<file path="src/design/rbfo_pkg.sv">
// shared types and constants of the overwriting ring buffer fifo
// used by the top level and by the port checker; no dependencies

package rbfo_pkg;

  // configuration port
  localparam int unsigned CFG_IDX_W  = 1;
  localparam int unsigned CFG_DATA_W = 5;

  localparam logic [CFG_IDX_W-1:0] REG_OVERWRITE = 1'd0;
  localparam logic [CFG_IDX_W-1:0] REG_CAPACITY  = 1'd1;

  // operation kind carried on the input tuser
  localparam logic MODE_PUSH = 1'b0;
  localparam logic MODE_POP  = 1'b1;

  // field widths of one beat
  localparam int unsigned PUSH_DATA_W = 32;
  localparam int unsigned POP_DATA_W  = 32;
  localparam int unsigned FILL_W      = 5;
  localparam int unsigned OUT_PAD_W   = 3;
  localparam int unsigned OUT_TDATA_W = POP_DATA_W + FILL_W + OUT_PAD_W;
  localparam int unsigned OUT_TUSER_W = 5;

  // bit positions inside the output tuser
  localparam int unsigned TU_POP_VALID = 0;
  localparam int unsigned TU_PUSH_ACC  = 1;
  localparam int unsigned TU_OVERWROTE = 2;
  localparam int unsigned TU_EMPTY     = 3;
  localparam int unsigned TU_FULL      = 4;

  // control sequencer states
  typedef enum logic {
    ST_IDLE,
    ST_POP_WAIT
  } state_e;

endpackage

</file>
<file path="src/design/rbfo_ram.sv">
// generic single-write, single-read ram with a registered read port
// no dependencies

module rbfo_ram #(
  parameter int unsigned WIDTH  = 32,
  parameter int unsigned DEPTH  = 16,
  parameter int unsigned ADDR_W = $clog2(DEPTH)
) (
  input  logic              clk_i,
  input  logic              we_i,
  input  logic [ADDR_W-1:0] waddr_i,
  input  logic [WIDTH-1:0]  wdata_i,
  input  logic              re_i,
  input  logic [ADDR_W-1:0] raddr_i,
  output logic [WIDTH-1:0]  rdata_o
);

  logic [WIDTH-1:0] mem_q [DEPTH];
  logic [WIDTH-1:0] rdata_q;

  // write port
  always_ff @(posedge clk_i) begin
    if (we_i) begin
      mem_q[waddr_i] <= wdata_i;
    end
  end

  // registered read port
  always_ff @(posedge clk_i) begin
    if (re_i) begin
      rdata_q <= mem_q[raddr_i];
    end
  end

  assign rdata_o = rdata_q;

endmodule

</file>
<file path="src/design/ring_buffer_fifo_with_overwrite_top.sv">
// top level of the ring buffer fifo with optional overwrite of the oldest element
// depends on rbfo_pkg and rbfo_ram
//
// Each input beat is one atomic operation: tuser 0 pushes tdata, tuser 1 pops
// the oldest element. Every operation returns exactly one output beat with the
// popped data, the fill count and the status flags after the operation. A push,
// a rejected push and a pop on an empty buffer go straight to the output register,
// and such beats are taken every cycle while the output side keeps up. A pop
// that returns an element passes the registered ram read and the output register,
// and no new beat is taken while that read is in flight. A write to the capacity
// register empties the buffer (stored slots are not cleared); capacity 0 acts
// as 1 and a value above DEPTH acts as DEPTH. Slots come up undefined after
// reset and there is no clearing pass. The fill count is reported modulo 32.

module ring_buffer_fifo_with_overwrite_top #(
  parameter int unsigned DEPTH      = 16,
  parameter int unsigned DATA_WIDTH = 32
) (
  input  logic                              clk_i,
  input  logic                              rst_ni,
  // configuration writes
  input  logic                              cfg_we_i,
  input  logic [rbfo_pkg::CFG_IDX_W-1:0]    cfg_idx_i,
  input  logic [rbfo_pkg::CFG_DATA_W-1:0]   cfg_wdata_i,
  // operation stream
  input  logic                              s_axis_tvalid,
  output logic                              s_axis_tready,
  input  logic [rbfo_pkg::PUSH_DATA_W-1:0]  s_axis_tdata,  // [31:0] push_data
  input  logic                              s_axis_tuser,  // [0] mode
  // result stream
  output logic                              m_axis_tvalid,
  input  logic                              m_axis_tready,
  // [31:0] pop_data, [36:32] fill_count, [39:37] zero
  output logic [rbfo_pkg::OUT_TDATA_W-1:0]  m_axis_tdata,
  // [0] pop_valid, [1] push_accepted, [2] was_overwritten, [3] is_empty, [4] is_full
  output logic [rbfo_pkg::OUT_TUSER_W-1:0]  m_axis_tuser
);

  import rbfo_pkg::*;

  localparam int unsigned IDX_W = $clog2(DEPTH);
  localparam int unsigned CAP_W = $clog2(DEPTH + 1);
  localparam int unsigned CMP_W = (CAP_W > CFG_DATA_W) ? CAP_W : CFG_DATA_W;

  // configuration registers
  logic                  ovw_q;
  logic [CFG_DATA_W-1:0] cap_q;

  // ring control state
  logic [IDX_W-1:0] wr_idx_q, wr_idx_d;
  logic [IDX_W-1:0] rd_idx_q, rd_idx_d;
  logic             full_q, full_d;
  state_e           state_q, state_d;

  // output register and the status held across a ram read
  logic                   out_valid_q;
  logic [OUT_TDATA_W-1:0] out_tdata_q;
  logic [OUT_TUSER_W-1:0] out_tuser_q;
  logic [FILL_W-1:0]      pend_fill_q;
  logic [OUT_TUSER_W-1:0] pend_tuser_q;

  logic                  accept;
  logic                  is_push, push_ok, pop_ok, empty;
  logic                  cap_wr;
  logic [CMP_W-1:0]      cap_raw;
  logic [CAP_W-1:0]      cap_eff;
  logic [CAP_W-1:0]      wr_inc, rd_inc, count;
  logic [IDX_W-1:0]      wr_adv, rd_adv;
  logic [31:0]           count_ext;
  logic [FILL_W-1:0]     fill;
  logic [OUT_TUSER_W-1:0] flags;
  logic [63:0]           push_ext, rd_ext;
  logic [DATA_WIDTH-1:0] ram_wdata, ram_rdata;
  logic [POP_DATA_W-1:0] ram_pop_data;

  // clamp the capacity register into 1..DEPTH
  assign cap_raw = CMP_W'(cap_q);
  always_comb begin
    if (cap_raw == '0) begin
      cap_eff = CAP_W'(1);
    end else if (cap_raw > CMP_W'(DEPTH)) begin
      cap_eff = CAP_W'(DEPTH);
    end else begin
      cap_eff = CAP_W'(cap_raw);
    end
  end

  // index advance with wrap at the capacity in use
  assign wr_inc = CAP_W'(wr_idx_q) + CAP_W'(1);
  assign rd_inc = CAP_W'(rd_idx_q) + CAP_W'(1);
  assign wr_adv = (wr_inc == cap_eff) ? '0 : wr_inc[IDX_W-1:0];
  assign rd_adv = (rd_inc == cap_eff) ? '0 : rd_inc[IDX_W-1:0];

  // operation decode
  assign empty   = !full_q && (wr_idx_q == rd_idx_q);
  assign is_push = (s_axis_tuser == MODE_PUSH);
  assign push_ok = is_push && (!full_q || ovw_q);
  assign pop_ok  = !is_push && !empty;
  assign cap_wr  = cfg_we_i && (cfg_idx_i == REG_CAPACITY);

  // ring state after the operation
  always_comb begin
    wr_idx_d = wr_idx_q;
    rd_idx_d = rd_idx_q;
    full_d   = full_q;
    if (push_ok) begin
      wr_idx_d = wr_adv;
      if (full_q) begin
        rd_idx_d = rd_adv;
      end
      full_d = (wr_adv == (full_q ? rd_adv : rd_idx_q));
    end else if (pop_ok) begin
      rd_idx_d = rd_adv;
      full_d   = 1'b0;
    end
  end

  // fill count after the operation
  always_comb begin
    if (full_d) begin
      count = cap_eff;
    end else if (wr_idx_d >= rd_idx_d) begin
      count = CAP_W'(wr_idx_d) - CAP_W'(rd_idx_d);
    end else begin
      count = cap_eff - CAP_W'(rd_idx_d) + CAP_W'(wr_idx_d);
    end
  end
  assign count_ext = 32'(count);
  assign fill      = count_ext[FILL_W-1:0];

  // status flags of the result beat
  always_comb begin
    flags               = '0;
    flags[TU_POP_VALID] = pop_ok;
    flags[TU_PUSH_ACC]  = push_ok;
    flags[TU_OVERWROTE] = push_ok && full_q;
    flags[TU_EMPTY]     = (count == '0);
    flags[TU_FULL]      = full_d;
  end

  // sequencer: next state and input ready
  always_comb begin
    state_d       = state_q;
    s_axis_tready = 1'b0;
    case (state_q)
      ST_IDLE: begin
        s_axis_tready = !out_valid_q || m_axis_tready;
        if (s_axis_tvalid && s_axis_tready && pop_ok) begin
          state_d = ST_POP_WAIT;
        end
      end
      ST_POP_WAIT: begin
        state_d = ST_IDLE;
      end
      default: begin
        state_d = ST_IDLE;
      end
    endcase
  end

  assign accept = s_axis_tvalid && s_axis_tready;

  always_ff @(posedge clk_i or negedge rst_ni) begin
    if (!rst_ni) begin
      state_q <= ST_IDLE;
    end else begin
      state_q <= state_d;
    end
  end

  // configuration registers and ring indices
  always_ff @(posedge clk_i or negedge rst_ni) begin
    if (!rst_ni) begin
      ovw_q    <= 1'b0;
      cap_q    <= CFG_DATA_W'(16);
      wr_idx_q <= '0;
      rd_idx_q <= '0;
      full_q   <= 1'b0;
    end else begin
      if (cfg_we_i && (cfg_idx_i == REG_OVERWRITE)) begin
        ovw_q <= cfg_wdata_i[0];
      end
      if (cap_wr) begin
        cap_q    <= cfg_wdata_i;
        wr_idx_q <= '0;
        rd_idx_q <= '0;
        full_q   <= 1'b0;
      end else if (accept) begin
        wr_idx_q <= wr_idx_d;
        rd_idx_q <= rd_idx_d;
        full_q   <= full_d;
      end
    end
  end

  // slot storage
  assign push_ext  = 64'(s_axis_tdata);
  assign ram_wdata = push_ext[DATA_WIDTH-1:0];

  rbfo_ram #(
    .WIDTH (DATA_WIDTH),
    .DEPTH (DEPTH)
  ) u_slots (
    .clk_i   (clk_i),
    .we_i    (accept && push_ok),
    .waddr_i (wr_idx_q),
    .wdata_i (ram_wdata),
    .re_i    (accept && pop_ok),
    .raddr_i (rd_idx_q),
    .rdata_o (ram_rdata)
  );

  assign rd_ext       = 64'(ram_rdata);
  assign ram_pop_data = rd_ext[POP_DATA_W-1:0];

  // output valid
  always_ff @(posedge clk_i or negedge rst_ni) begin
    if (!rst_ni) begin
      out_valid_q <= 1'b0;
    end else if (state_q == ST_POP_WAIT) begin
      out_valid_q <= 1'b1;
    end else if (accept && !pop_ok) begin
      out_valid_q <= 1'b1;
    end else if (m_axis_tready) begin
      out_valid_q <= 1'b0;
    end
  end

  // output payload and status held while the ram read completes
  always_ff @(posedge clk_i) begin
    if (state_q == ST_POP_WAIT) begin
      out_tdata_q <= {OUT_PAD_W'(0), pend_fill_q, ram_pop_data};
      out_tuser_q <= pend_tuser_q;
    end else if (accept) begin
      if (pop_ok) begin
        pend_fill_q  <= fill;
        pend_tuser_q <= flags;
      end else begin
        out_tdata_q <= {OUT_PAD_W'(0), fill, POP_DATA_W'(0)};
        out_tuser_q <= flags;
      end
    end
  end

  assign m_axis_tvalid = out_valid_q;
  assign m_axis_tdata  = out_tdata_q;
  assign m_axis_tuser  = out_tuser_q;

endmodule

</file>
<file path="config.mk">
export PLATFORM = sky130hd
export DESIGN_NAME = ring_buffer_fifo_with_overwrite_top
export DESIGN_NICKNAME = d
export VERILOG_FILES = /design/src/design/rbfo_pkg.sv /design/src/design/rbfo_ram.sv /design/src/design/ring_buffer_fifo_with_overwrite_top.sv
export SDC_FILE = /design/constraint.sdc
export NUM_CORES = 1
export LEC_CHECK = 0
export ABC_CLOCK_PERIOD_IN_PS = 4300
export BUFFER_PORTS_ARGS = -buffer_cell sky130_fd_sc_hd__buf_4
export CAP_MARGIN = 20
export CORE_MARGIN = 4
export CORE_UTILIZATION = 56
export DETAILED_ROUTE_END_ITERATION = 12
export MAX_ROUTING_LAYER = met4
export PLACE_DENSITY = 0.76
export SLEW_MARGIN = 20
export SYNTH_ARGS = -nofsm -noshare
export SYNTH_HDL_FRONTEND = slang
export SYNTH_SLANG_ARGS = --single-unit
</file>
<file path="constraint.sdc">
create_clock -name clk_i -period 4.3 [get_ports clk_i]
set_input_delay 0.645 -clock clk_i [delete_from_list [all_inputs] [get_ports clk_i]]
set_output_delay 0.645 -clock clk_i [all_outputs]
set_load 0.02 [all_outputs]
</file>
==> Word level (Yosys, flattened, before mapping) <==
Memories as Yosys holds them, arrays and structs flattened. A register that Yosys moved wholly into a read port is not among the register bits.
Cells that the tools add are included.
{ "word_totals": {"out_inout_bits": 47, "ram_bits": 512, "memories": 1, "regBits": 68} }
{ "mem_list": {"columns": ["name", "depth", "width", "read_ports", "rd_ports_with_merged_regs", "write_ports", "line_no", "text"], "rows": [
  ["u_slots.mem_q", 16, 32, 1, 1, 1, "rbfo_ram.sv:18", "logic [WIDTH-1:0] mem_q [DEPTH];"]
]} }
{ "classes": {"muxes": 32, "bitwise": 3, "eq_ne": 5, "n_addsub": 5, "n_reduce_logical": 25, "order_cmp": 2} }
{ "op_table": {"columns": ["op", "count"], "rows": [
  ["37-bit two-way mux", 3],
  ["4-bit two-way mux", 10],
  ["5-bit two-way mux", 7],
  ["1-bit logical AND", 12],
  ["1-bit two-way mux", 11],
  ["4-bit by 1-bit adder with 5-bit output, second input constant", 2],
  ["5-bit == test", 2],
  ["5-bit logical NOT", 2],
  ["4-bit == test", 2],
  ["5-bit by 4-bit adder with 5-bit output", 1],
  ["5-bit > comparator, second input constant", 1],
  ["4-bit by 4-bit subtractor with 5-bit output", 1],
  ["5-bit by 4-bit subtractor with 5-bit output", 1],
  ["4-bit greater-or-equal comparator", 1],
  ["1-bit logical NOT", 4],
  ["2-bit nonzero test", 2],
  ["1-bit inverter", 3],
  ["3-bit AND reduction", 1],
  ["3-bit nonzero test", 1],
  ["1-bit logical OR", 2],
  ["2-bit inequality test, second input constant", 1],
  ["1-bit one-hot mux with 2 select lines", 1],
  ["2-bit AND reduction", 1]
]} }

==> Depth between registers and ports, before layout <==
{ "logic_depth": {"ltp_word": 15, "mapped_depth": 23} }

==> Hierarchy <==
A second synthesis with hierarchy kept.
{ "hier_totals": {"hier_cells": 1216, "hier_area_um2": 24335.8} }
{ "modules_own_cells": {"columns": ["mod", "n_inst", "seq_area_each_um2", "area_each_um2", "cells_per_inst"], "rows": [
  ["rbfo_ram", 1, 16335.7, 20155.6, 838],
  ["ring_buffer_fifo_with_overwrite_top", 1, 1958.1, 4180.3, 378]
]} }

==> Least setup slack after synthesis <==
OpenSTA, ideal clock, no wires.
{ "synth_path": {"kind": "register to register", "from": "register wr_idx_q[0]", "to": "register out_tuser_q[3] (netlist: m_axis_tuser[3]) (data pin)", "t_arrival_ps": 4240, "slack_ps": -200, "required_time_ps": 4040, "stages_incl_launch_ff": 23, "period_less_slack_ps": 4500, "n_path_buf": 1, "cell_sequence": "dfrtp_1 -> buf_2 -> inv_1 -> ha_1 -> xor2_1 -> nor3_1 -> o211ai_2 -> or2_1 -> nand3_1 -> o21ai_0 -> fa_1 -> inv_1 -> fa_1 -> inv_1 -> a21o_1 -> a21oi_1 -> xor2_1 -> xnor2_1 -> mux2i_1 -> nor2_1 -> nor4_1 -> and3_1 -> mux2_2"} }
{ "synth_between": {"elab_chain_len": 14, "word_cells_on_any_way": 23, "classes_between": "add/sub (4); order compare (1); eq/ne (3); mux (11); reduce/logical (4)"} }
{ "synth_rtl": {"columns": ["item", "line_no", "text"], "rows": [
  ["start: declaration", "ring_buffer_fifo_with_overwrite_top.sv:50", "logic [IDX_W-1:0] wr_idx_q, wr_idx_d;"],
  ["start signal: assignment", "ring_buffer_fifo_with_overwrite_top.sv:189", "wr_idx_q <= wr_idx_d;"],
  ["4-bit == test", "ring_buffer_fifo_with_overwrite_top.sv:95", "assign empty = !full_q && (wr_idx_q == rd_idx_q);"],
  ["1-bit logical AND", "ring_buffer_fifo_with_overwrite_top.sv:95", null],
  ["1-bit logical NOT", "ring_buffer_fifo_with_overwrite_top.sv:98", "assign pop_ok = !is_push && !empty;"],
  ["1-bit logical AND", "ring_buffer_fifo_with_overwrite_top.sv:98", null],
  ["4-bit two-way mux", "ring_buffer_fifo_with_overwrite_top.sv:112", "end else if (pop_ok) begin"],
  ["4-bit two-way mux", "ring_buffer_fifo_with_overwrite_top.sv:106", "if (push_ok) begin"],
  ["5-bit by 4-bit subtractor with 5-bit output", "ring_buffer_fifo_with_overwrite_top.sv:125", "count = cap_eff - CAP_W'(rd_idx_d) + CAP_W'(wr_idx_d);"],
  ["5-bit by 4-bit adder with 5-bit output", "ring_buffer_fifo_with_overwrite_top.sv:125", null],
  ["5-bit two-way mux", "ring_buffer_fifo_with_overwrite_top.sv:122", "end else if (wr_idx_d >= rd_idx_d) begin"],
  ["5-bit two-way mux *", "ring_buffer_fifo_with_overwrite_top.sv:120", "if (full_d) begin"],
  ["5-bit logical NOT *", "ring_buffer_fifo_with_overwrite_top.sv:137", "flags[TU_EMPTY] = (count == '0);"],
  ["net flags[3]", "ring_buffer_fifo_with_overwrite_top.sv:71", "logic [OUT_TUSER_W-1:0] flags;"],
  ["5-bit two-way mux *", "ring_buffer_fifo_with_overwrite_top.sv:235", "if (pop_ok) begin"],
  ["5-bit two-way mux *", "ring_buffer_fifo_with_overwrite_top.sv:234", "end else if (accept) begin"],
  ["5-bit two-way mux *", "ring_buffer_fifo_with_overwrite_top.sv:231", "if (state_q == ST_POP_WAIT) begin"],
  ["end signal: assignment", "ring_buffer_fifo_with_overwrite_top.sv:233", "out_tuser_q <= pend_tuser_q;"],
  ["end signal: assignment", "ring_buffer_fifo_with_overwrite_top.sv:240", "out_tuser_q <= flags;"],
  ["end: declaration", "ring_buffer_fifo_with_overwrite_top.sv:58", "logic [OUT_TUSER_W-1:0] out_tuser_q;"]
]} }
The timed path passes the listed nets; every way through them passes the cells marked *. The select of a mux whose other input is x is not followed.
A chain may end at the register's enable or synchronous reset.

==> Final worst setup path <==
{ "layout_path": {"from": "register rd_idx_q[1]", "to": "register out_tuser_q[3] (netlist: m_axis_tuser[3]) (data pin)"} }
{ "layout_between": {"elab_chain_len": 14, "word_cells_on_any_way": 23, "classes_between": "add/sub (4); order compare (1); eq/ne (3); mux (11); reduce/logical (4)"} }
{ "layout_rtl": {"columns": ["item", "line_no", "text"], "rows": [
  ["start: declaration", "ring_buffer_fifo_with_overwrite_top.sv:51", "logic [IDX_W-1:0] rd_idx_q, rd_idx_d;"],
  ["start signal: assignment", "ring_buffer_fifo_with_overwrite_top.sv:190", "rd_idx_q <= rd_idx_d;"],
  ["branches (longest 9 deep; another with 4-bit by 1-bit adder with 5-bit output)", null, null],
  ["5-bit two-way mux *", "ring_buffer_fifo_with_overwrite_top.sv:120", null],
  ["5-bit logical NOT *", "ring_buffer_fifo_with_overwrite_top.sv:137", null],
  ["net flags[3]", "ring_buffer_fifo_with_overwrite_top.sv:71", null],
  ["5-bit two-way mux *", "ring_buffer_fifo_with_overwrite_top.sv:235", null],
  ["5-bit two-way mux *", "ring_buffer_fifo_with_overwrite_top.sv:234", null],
  ["5-bit two-way mux *", "ring_buffer_fifo_with_overwrite_top.sv:231", null]
]} }
Mark *: on every way through the listed nets, which the timed path passes. The select of a mux whose other input is x is not followed.

==> flow_metrics.env <==
export IMPL_nFillCells=2837
export IMPL_hold_depth=3
export IMPL_status="complete, no violations"
export IMPL_p_leak_uw=0.00966
export IMPL_met3WireLength_mm=3.61
export IMPL_synth_compound_area_frac=0.0581
export IMPL_cap_viol_max_count=0
export IMPL_synth_edff_count=595
export IMPL_synth_seq_area_share=0.745
export IMPL_die_y_um=217
export IMPL_die_area_um2=47200
export IMPL_synth_async_reset_ratio=0.0278
export IMPL_syn_avg_cell_area_um2=18.0
export IMPL_synthTopCellsByArea="edfxtp_1 (73%), mux4_2 (5.9%), mux2i_1 (4.3%)"
export IMPL_grt_pass1_wl_mm=80.8
export IMPL_grt_start_max_net_pins=67
export IMPL_ant_nets=0
export IMPL_num_rows=76
export IMPL_cts_max_level=2
export IMPL_viasPerCell=6.06
export IMPL_ff2ff_path_depth=19
export IMPL_dr_wl_met2_mm=26.4
export IMPL_cp_slowest_stage_delay_ps=580
export IMPL_grt_setup_unrepaired="true"
export IMPL_dr_pass1_iters=5
export IMPL_drt_iter0_markers=1341
export IMPL_die_x_um=217
export IMPL_worst_slack_ps=126
export IMPL_timing_setup_tns_ps=0
export IMPL_port_buffers=87
export IMPL_ys_seq_elements=612
export IMPL_path_clk_slew_ps=60
export IMPL_slowest_stage="fa_1"
export IMPL_drv_slew=0
export IMPL_post_synth_mux_area_share=0.121
export IMPL_arrival_ps=4550
export IMPL_num_antenna_cells=0
export IMPL_vdd_ir_drop_max_uv=446
export IMPL_worst_setup_path_start_kind="flip-flop"
export IMPL_p_per_area_nw_per_um2=669
export IMPL_place_congestion=0.870
export IMPL_fin_crit_sh=0.971
export IMPL_drt_met1_wl_mm=22.5
export IMPL_finalSetupViolCount=0
export IMPL_max_freq_mhz=240
export IMPL_endpoint_kind="flip-flop"
export IMPL_yosys_area_share_simple=0.0385
export IMPL_clock_sinks=612
export IMPL_antenna_found_initial=0
export IMPL_fin_nets=1591
export IMPL_crit_chain="buf_4 -> xnor2_1 -> nand3_1 -> o31ai_2 -> and2_4 -> buf_4 -> o21bai_1 -> a21oi_2 -> fa_1 -> ha_4 -> a21o_1 -> a21oi_2 -> xor2_2 -> xnor2_1 -> mux2i_1 -> nor2_1 -> nor4_1 -> and3_1 -> mux2_2"
export IMPL_gr_usage_all_layers=0.235
export IMPL_post_route_drc_count=0
export IMPL_cts_root_buffer="clkbuf_16"
export IMPL_syn_to_final_growth_pct=17.4
export IMPL_synth_xor_area_frac=0.00933
export IMPL_synth_fa_ha_area_frac=0.0112
export IMPL_synth_most_common_cell="edfxtp_1"
export IMPL_pre_cts_ws_ps=-110
export IMPL_avgRoutedWirePerCell_um=24.9
export IMPL_clock_path_buffers=3
export IMPL_yosys_top_cells_count="edfxtp_1 (595), mux2i_1 (106), nand2_1 (69)"
export IMPL_top_level_ports=91
export IMPL_yosys_area_top_type="edfxtp_1"
export IMPL_top_layer_used="met4"
export IMPL_drt_total_wl_mm=53.8
export IMPL_start_util=0.569
export IMPL_synth_cells=1363
export IMPL_synth_top_area_share=0.728
export IMPL_vias=13122
export IMPL_cts_buffers=60
export IMPL_ys_types=66
export IMPL_hold_viol=0
export IMPL_min_period_ps=4170
export IMPL_hp_class="in -> reg"
export IMPL_tightest_slew_ps=937
export IMPL_grt_ovfl_total=0
export IMPL_syn_area_um2=24500
export IMPL_cts_tree="yes"
export IMPL_dpl_hpwl_mm=29.2
export IMPL_critical_path_class="reg -> reg"
export IMPL_grt_pass1_vias=13178
export IMPL_finalClockSkew_ps=14.7
export IMPL_design_core_area_um2=43200
export IMPL_final_layout_size_suffix_gt1_frac=0.282
export IMPL_ys_warn_count=0
export IMPL_insertion_delay_ps=620
export IMPL_relSlewSlack=0.375
export IMPL_synth_main_ff_cell="edfxtp_1"
export IMPL_cp_max_fo=5
export IMPL_synth_top_family_by_area="multiplexers"
export IMPL_crit_required_ps=4680
## state kept, by name, indices dropped and copies added, names as in the netlist, 5 cells and up
name             flops
m_axis_tuser         5
u_slots.rdata_o     32
u_slots.mem_q      512
cap_q                5
m_axis_tdata        37
pend_fill_q          5
## stage by stage
stage	hold slack [ps]	utilization	cells	area [um^2]	total power, uW
CTS	229	0.663	2156	28600	19200
global route	240	0.667	2164	28800	20200
detailed placement	500	0.613	2040	26500	13600
floorplan	349	-	1365	24600	11700
global placement	487	0.613	2040	26500	13500
finish	255	0.667	2164	28800	19300
## where the power goes
group / internal [uW] / switching (uW) / total [uW]
logic: 2890 / 3490 / 6370
clock network: 3300 / 2210 / 5510
registers: 7230 / 165 / 7400
total: 13400 / 5860 / 19300
## cells by family after synthesis
logic type      count (synthesis)
compound gates                215
xor+xnor                       22
fa+ha+maj                      19
buf+inv                        95
flops                         612
mux                           211
other cells                     1
simple gates                  188
## repair_timing
item                                    4_1_cts  5_1_grt
gates resized for setup                       8       26
hold buffers                                  1        0
hold endpoints to repair                     16        0
endpoints found under the setup margin        3        7
pin swaps                                     4       14
buffers inserted                              2        8
## layer usage
metal | vias to the layer above | track usage
li1 | 5759 | -
met1 | 6724 | 0.329
met2 | 537 | 0.369
met3 | 102 | 0.0367
met4 | 0 | 0.0606
met5 | - | -
## cell usage in the layout (no fill, tap or decap), types with 8 or more instances in the layout
| master | instances |
|---|---|
| nand2_1 | 69 |
| bufinv_16 | 11 |
| ha_1 | 8 |
| clkbuf_1 | 8 |
| mux2_2 | 36 |
| buf_4 | 166 |
| clkinv_2 | 15 |
| clkinv_1 | 8 |
| a21oi_1 | 43 |
| o21ai_0 | 66 |
| mux4_2 | 64 |
| clkbuf_16 | 61 |
| buf_12 | 8 |
| a221oi_1 | 32 |
| nor2_1 | 17 |
| a22oi_1 | 33 |
| inv_1 | 14 |
| mux2i_1 | 106 |
| nand2b_1 | 8 |
| and2_1 | 34 |
| edfxtp_1 | 595 |
| dfrtp_1 | 12 |
| nor2_4 | 14 |
| xnor2_1 | 11 |
## critical path, delay by kind of cell (launching register included)
family	cells	cell delay, ps
xor+xnor	3	480
mux	2	350
fa+ha+maj	2	790
buf+inv	2	290
compound gates	5	840
simple gates	5	690
flops	1	490
## area by class of cell
class / instances / area [um^2] / area share
clock buffer: 71 / 1580 / 0.0550
clock inverter: 42 / 532 / 0.0185
inverter: 20 / 75.1 / 0.00261
tap: 585 / 732 / 0.0254
timing repair buffer: 176 / 1430 / 0.0496
sequential: 612 / 18300 / 0.635
multi-input combinational: 658 / 6150 / 0.214
## final timing paths
path                           startpoint              end  slack [ps]
hold reg to reg                  cap_q[0]         cap_q[0]         520
min in group asynchronous          rst_ni           full_q         440
max in group asynchronous          rst_ni         cap_q[4]        3590
hold / removal             cfg_wdata_i[4]         cap_q[4]         260
setup reg to reg              rd_idx_q[1]  m_axis_tuser[3]         130
setup / recovery              rd_idx_q[1]  m_axis_tuser[3]         130
Note: power is estimated with default switching activity, not from simulation.
